===== src/rtl/core/sample_accumulation_resolve_core_defines.svh =====
// Assertion helpers for the RTL.
`ifndef SAMPLE_ACCUMULATION_RESOLVE_CORE_DEFINES_SVH
`define SAMPLE_ACCUMULATION_RESOLVE_CORE_DEFINES_SVH

`ifndef SYNTHESIS
// a holds at an edge -> b holds at the same edge
`define SAR_ASSERT_IMP(label, clk, rst, a, b) \
  label: assert property (@(posedge clk) disable iff (rst) (a) |-> (b)) \
    else $error("sar assertion failed");
// a holds at an edge -> b holds at the next edge
`define SAR_ASSERT_NEXT(label, clk, rst, a, b) \
  label: assert property (@(posedge clk) disable iff (rst) (a) |=> (b)) \
    else $error("sar assertion failed");
`else
`define SAR_ASSERT_IMP(label, clk, rst, a, b)
`define SAR_ASSERT_NEXT(label, clk, rst, a, b)
`endif

`endif


===== src/rtl/core/sar_pkg.sv =====
`timescale 1ns / 1ps
`default_nettype none
package sar_pkg;

  localparam int MAX_PIXELS_DEF = 65536;
  localparam int ACC_BITS_DEF   = 40;
  localparam int CNT_BITS       = 32;
  localparam int QB             = 17;   // quotient bits, covers 0..131071
  localparam int IDX_BITS       = 17;   // x + y * width for 8-bit x, y and 9-bit width
  localparam int WIDTH_BITS     = 9;
  localparam logic [WIDTH_BITS-1:0] WIDTH_RESET = 9'd256;

  localparam logic [1:0] MODE_ACC     = 2'd0;
  localparam logic [1:0] MODE_RESOLVE = 2'd1;
  localparam logic [1:0] MODE_CLEAR   = 2'd2;

  localparam logic [1:0] RS_OK    = 2'd0;
  localparam logic [1:0] RS_EMPTY = 2'd1;
  localparam logic [1:0] RS_RANGE = 2'd2;

  typedef enum logic [3:0] {
    ST_SWEEP, ST_IDLE, ST_INDEX, ST_ISSUE, ST_WAIT, ST_EXEC, ST_START,
    ST_DIV, ST_MUL, ST_SQINIT, ST_SQRT, ST_CHAN, ST_DONE
  } sar_state_t;

  typedef struct packed {
    logic       load_item;
    logic       calc_index;
    logic       ram_rd;
    logic       wr_acc;
    logic       wr_zero;
    logic       sweep_wr;
    logic       latch_word;
    logic       div_start;
    logic       div_step;
    logic       mul;
    logic       sq_init;
    logic       sq_step;
    logic       chan_store;
    logic       set_code;
    logic [1:0] code;
    logic       res_load;
  } sar_cmd_t;

  typedef struct packed {
    logic       in_bounds;
    logic [1:0] mode;
    logic       cnt_zero;
    logic       div_last;
    logic       sq_last;
    logic       ch_last;
    logic       sweep_last;
    logic       out_free;
  } sar_sts_t;

endpackage
`default_nettype wire


===== src/rtl/core/sar_ctrl.sv =====
`timescale 1ns / 1ps
`default_nettype none
module sar_ctrl (
  input  wire logic              clk,
  input  wire logic              rst,
  input  wire logic              in_valid,
  output logic                   in_ready,
  input  wire sar_pkg::sar_sts_t sts,
  output sar_pkg::sar_cmd_t      cmd
);
  import sar_pkg::*;

  sar_state_t state, state_next;

  always_ff @(posedge clk) begin
    if (rst) begin
      state <= ST_SWEEP;
    end else begin
      state <= state_next;
    end
  end

  always_comb begin
    state_next = state;
    case (state)
      ST_SWEEP:  if (sts.sweep_last) state_next = ST_IDLE;
      ST_IDLE:   if (in_valid) state_next = ST_INDEX;
      ST_INDEX:  state_next = ST_ISSUE;
      ST_ISSUE: begin
        if (!sts.in_bounds) begin
          state_next = (sts.mode == MODE_RESOLVE) ? ST_DONE : ST_IDLE;
        end else if (sts.mode inside {MODE_ACC, MODE_RESOLVE}) begin
          state_next = ST_WAIT;
        end else begin
          state_next = ST_IDLE;
        end
      end
      ST_WAIT:   state_next = ST_EXEC;
      ST_EXEC: begin
        if (sts.mode == MODE_ACC) state_next = ST_IDLE;
        else if (sts.cnt_zero)    state_next = ST_DONE;
        else                      state_next = ST_START;
      end
      ST_START:  state_next = ST_DIV;
      ST_DIV:    if (sts.div_last) state_next = ST_MUL;
      ST_MUL:    state_next = ST_SQINIT;
      ST_SQINIT: state_next = ST_SQRT;
      ST_SQRT:   if (sts.sq_last) state_next = ST_CHAN;
      ST_CHAN:   state_next = sts.ch_last ? ST_DONE : ST_START;
      ST_DONE:   if (sts.out_free) state_next = ST_IDLE;
      default:   state_next = ST_IDLE;
    endcase
  end

  always_comb begin
    cmd      = '0;
    in_ready = 1'b0;
    case (state)
      ST_SWEEP: cmd.sweep_wr = 1'b1;
      ST_IDLE: begin
        in_ready      = 1'b1;
        cmd.load_item = in_valid;
      end
      ST_INDEX: cmd.calc_index = 1'b1;
      ST_ISSUE: begin
        if (!sts.in_bounds) begin
          cmd.set_code = (sts.mode == MODE_RESOLVE);
          cmd.code     = RS_RANGE;
        end else if (sts.mode inside {MODE_ACC, MODE_RESOLVE}) begin
          cmd.ram_rd = 1'b1;
        end else if (sts.mode == MODE_CLEAR) begin
          cmd.wr_zero = 1'b1;
        end
      end
      ST_WAIT: cmd.latch_word = 1'b1;
      ST_EXEC: begin
        if (sts.mode == MODE_ACC) begin
          cmd.wr_acc = 1'b1;
        end else if (sts.cnt_zero) begin
          cmd.set_code = 1'b1;
          cmd.code     = RS_EMPTY;
        end
      end
      ST_START:  cmd.div_start = 1'b1;
      ST_DIV:    cmd.div_step  = 1'b1;
      ST_MUL:    cmd.mul       = 1'b1;
      ST_SQINIT: cmd.sq_init   = 1'b1;
      ST_SQRT:   cmd.sq_step   = 1'b1;
      ST_CHAN: begin
        cmd.chan_store = 1'b1;
        cmd.set_code   = sts.ch_last;
        cmd.code       = RS_OK;
      end
      ST_DONE: cmd.res_load = sts.out_free;
      default: cmd = '0;
    endcase
  end

endmodule
`default_nettype wire


===== config.mk =====
export PLATFORM = sky130hd
export DESIGN_NAME = sar_ctrl
export DESIGN_NICKNAME = d
export VERILOG_FILES = /design/src/rtl/core/sample_accumulation_resolve_core_defines.svh /design/src/rtl/core/sar_pkg.sv /design/src/rtl/core/sar_ctrl.sv
export SDC_FILE = /design/constraint.sdc
export NUM_CORES = 1
export LEC_CHECK = 0
export ABC_CLOCK_PERIOD_IN_PS = 1900
export BUFFER_PORTS_ARGS = -buffer_cell sky130_fd_sc_hd__clkbuf_2
export CAP_MARGIN = 10
export CORE_MARGIN = 2
export CORE_UTILIZATION = 44
export CTS_BUF_LIST = sky130_fd_sc_hd__clkbuf_16
export CTS_CLUSTER_DIAMETER = 30
export CTS_CLUSTER_SIZE = 8
export DETAILED_ROUTE_END_ITERATION = 12
export PLACE_DENSITY = 0.88
export SKIP_CTS_REPAIR_TIMING = 1
export SLEW_MARGIN = 20
export SYNTH_ARGS = -nofsm -noshare
export SYNTH_HDL_FRONTEND = slang
export SYNTH_SLANG_ARGS = --single-unit

===== constraint.sdc =====
create_clock -name clk -period 1.9 [get_ports clk]
set_input_delay 0.19 -clock clk [delete_from_list [all_inputs] [get_ports clk]]
set_output_delay 0.19 -clock clk [all_outputs]
set_load 0.01 [all_outputs]

== Yosys cells after proc, flatten, opt, wreduce, memory -nomap -nowiden ==
Cells that the tools add are included.
Cells by class
  add/subtract/negate cells: 0
  $mul: 0
  divide/modulo/power cells: 0
  magnitude comparators: 0
  eq/ne operators: 19
  shift-type cells: 0
  mux-type cells: 37
  bitwise logic cells: 0
  reduce and logical (&&, ||, !) cells: 4
Operators with widths (count)
  $pmux 4 s13: 1
  $mux 4: 10
  $mux 1: 21
  $eq 4x4->1 const B: 5
  $eq 4x3->1 const B: 4
  $mux 3: 4
  $ne 2x2->1 const B: 5
  $pmux 3 s3: 1
  $eq 4x2->1 const B: 2
  $reduce_and 5->1: 1
  $eq 4x1->1 const B: 1
  $logic_not 4->1: 1
  $eq 2x1->1 const B: 1
  $eq 2x2->1 const B: 1
  $logic_not 2->1: 1
  $reduce_bool 2->1: 1
Storage, ports and cells
  flip-flop bits (word level): 4
  latch bits: 0
  memory bits (writable): 0
  memory bits (read-only): 0
  output and inout bits: 18
  memories kept: 0

== Longest topological paths before layout ==
  depth in word-level cells: 5
  mapped depth: 6

== Least setup slack after synthesis ==
Ideal clock, no wire load.
  path kind: reg2out
  start: reg state[1]
  end: out cmd[16] in the netlist's numbering
  arrival time: 1.175 ns
  data required time: 1.710 ns
  slack: 0.535 ns
  cell stages (with the launch flop): 5
  buffers on the path: 2
  cells stage by stage: dfxtp_1 > buf_2 > buf_2 > nor3_1 > and2_1
RTL lines
  from (decl): line sar_ctrl.sv:13  | sar_state_t state, state_next;
  from (signal assigned): line sar_ctrl.sv:19  | state <= state_next;
  to (decl): line sar_ctrl.sv:9  | output sar_pkg::sar_cmd_t cmd

==> summary.txt <==
Outcome = completed
Synth warn = 0
Cell area after placement = 739 um2
Synth Register Bits = 4
Core area = 1270 um2
Post-Syn Instances = 79
Worst-case reg-to-reg path depth = 5
Max Cap Viol = 0
Residual DRC count = 0
Initial antenna violation count = 0
Final setup vio count = 0
Routed vias/inst = 5.79
Layout Cells excl Fill = 122
Final wirelength = 1660 um
Vias = 706
Final #Nets = 121
Mapped Nets = 91
Initial core utilization = 0.464
Final Util = 0.646
Detail Placement HPWL = 1300 um
Final period util = 0.937
Max_slew headroom = 0.713
Max clock buf depth = 2
Post-route minimum period = 1.78 ns
Routed Antenna Nets = 0
Clock Latency Late Sink = 0.22 ns
Root Buffer = clkbuf_16
Register area share after synthesis = 0.136
Placer Congestion = 0.862
# rows = 13
Asr flop ratio synth = 0
Tot GR Track Use = 0.212
CTS H-tree depth = 1
Design Area, Final = 820 um2
Die width = 40.6 um
Slowest CP cell = dfxtp_1
Die ar. = 1650 um2
Number of buffers created by CTS = 3
Cells along the critical path = nand4bb_1, nor4_1, a211o_1, clkbuf_2
Slew @ Worst Pin = 0.425 ns
Worst Slack Setup Final = 0.119 ns
Clock sinks = 4
Family with the most delay on the worst path = flip-flops
Area grow syn2layout = 39.4%
Synth Cell Area = 588 um2
Crit Path Category = reg -> out
VDD IR max = 0.903 mV
CP Buf/Inv Count = 1
WL per Instance = 13.6 um
Pre-antenna DRT Iters = 4
Vias in the first global route = 555
Placed Instances = 119
Hold crit path type = in -> reg
Max FFs per register = 4
Hold Violations, Final = 0
Post-Syn Area per Cell = 7.44 um2
Synth cell types = 35
Reg clk slew, reported paths = 0.03 ns
IO Port Bufs = 29
Crit path arrival time = 1.59 ns
Number of synthesized flops with an enable pin = 0
Clock Skew = 0.00110 ns
Share of cells above drive strength 1 = 0.364
I/O pin count = 30
Primary FF master, synth = dfxtp_1
Die height = 40.6 um
Pins Over Slew Limit = 0
PwrDens = 680 nW/um2
CP endpoint kind = output port
CP Launch Type = flop
Reg with most FFs = state
Fill cell count = 112
Regs by FF count = state: 4 flops
FMAX = 562 MHz
Largest stage delay, worst path = 0.57 ns
Largest net degree at the start of global routing = 14
CP Max Fanout = 12
Total grt overflow = 0
Worst path depth = 4
Worst hold stages = 2
CTS tree = built
Data required time at the worst endpoint = 1.71 ns
Pre-CTS setup slack = 0.237 ns
Antenna Cells = 0
First-pass GRT wire length = 2400 um
DR iter-0 viols = 22
Leak pwr = 0.372 nW
[synth_stat cells, drive strengths merged (2+ instances only)]
library cell,n,area [um2]
and3b,2,17.5
nor4,2,12.5
o31ai,2,15.0
nand4bb,3,33.8
and2,2,12.5
dfxtp,4,80.1
buf,8,55.1
a211o,2,17.5
o21ai,3,15.0
nand2b,5,31.3
nor2,10,37.5
nor3b,2,15.0
o21bai,2,15.0
o21a,2,15.0
nor4b,2,17.5
nor3,6,30.0
nand2,4,15.0
a21oi,4,20.0
[through the flow]
step	setup TNS, ns	hold slack [ns]	total power (W)
global route	-0.0270	0.200	0.000584
detailed placement	0	0.404	0.000242
global placement	0	0.400	0.000237
finish	0	0.181	0.000557
CTS	0	0.183	0.000560
floorplan	0	0.259	0.000193
[per-layer routing]
metal	global-route usage	routed length, um	vias up
met3	0.0167	97	0
met5	0	0	-
met4	0.0250	0	0
li1	-	-	352
met1	0.270	690	323
met2	0.389	874	31
[power breakdown]
group	switching, W	leakage, nW	internal, W	total (W)
logic	0.0000641	0.303	0.0000725	0.000137
registers	0.0000165	0.0325	0.0000898	0.000106
clock network	0.0000466	0.0370	0.000268	0.000314
[cells in the final DEF, fill, tap and decap left out, types with 2 or more instances in the layout]
cell       synthesis  layout
nor3_1             6       6
nand2b_1           5       5
clkbuf_16          0       3
o21a_1             2       2
and3b_1            2       2
nor4b_1            2       2
and2_1             2       2
a211o_1            2       2
clkbuf_2           0      29
o31ai_1            2       2
nor2_1            10      10
o21bai_1           2       2
o21ai_1            2       2
nand2_1            4       4
a21oi_1            4       4
nor4_1             2       2
nand4bb_1          3       3
buf_4              1       3
dfxtp_1            4       4
[area by class of cell]
type	instances	area, um2	area share
multi-input cells	66	454	0.554
repair buffers	33	188	0.229
flip-flops and latches	4	80.1	0.0977
clock buffers	3	75.1	0.0916
well taps	15	18.8	0.0229
inverters	1	3.75	0.00458
[worst paths after layout]
path | start | end | slack (ns)
worst min register to register | state[3] | state[3] | 0.70
worst min-delay path | rst | state[2] | 0.18
worst max register to register | state[0] | state[3] | 0.20
worst max-delay path | state[0] | cmd[3] | 0.12
[logic make-up (layout without fill, tap and decap cells)]
group / after synthesis / after routing / share of synthesized area
AND/OR/NAND/NOR: 42 / 42 / 0.438
flip-flops: 4 / 4 / 0.136
AO/OA/AOI/OAI: 24 / 24 / 0.326
buffers and inverters: 9 / 37 / 0.100
Note: power is estimated with default switching activity, not from simulation.
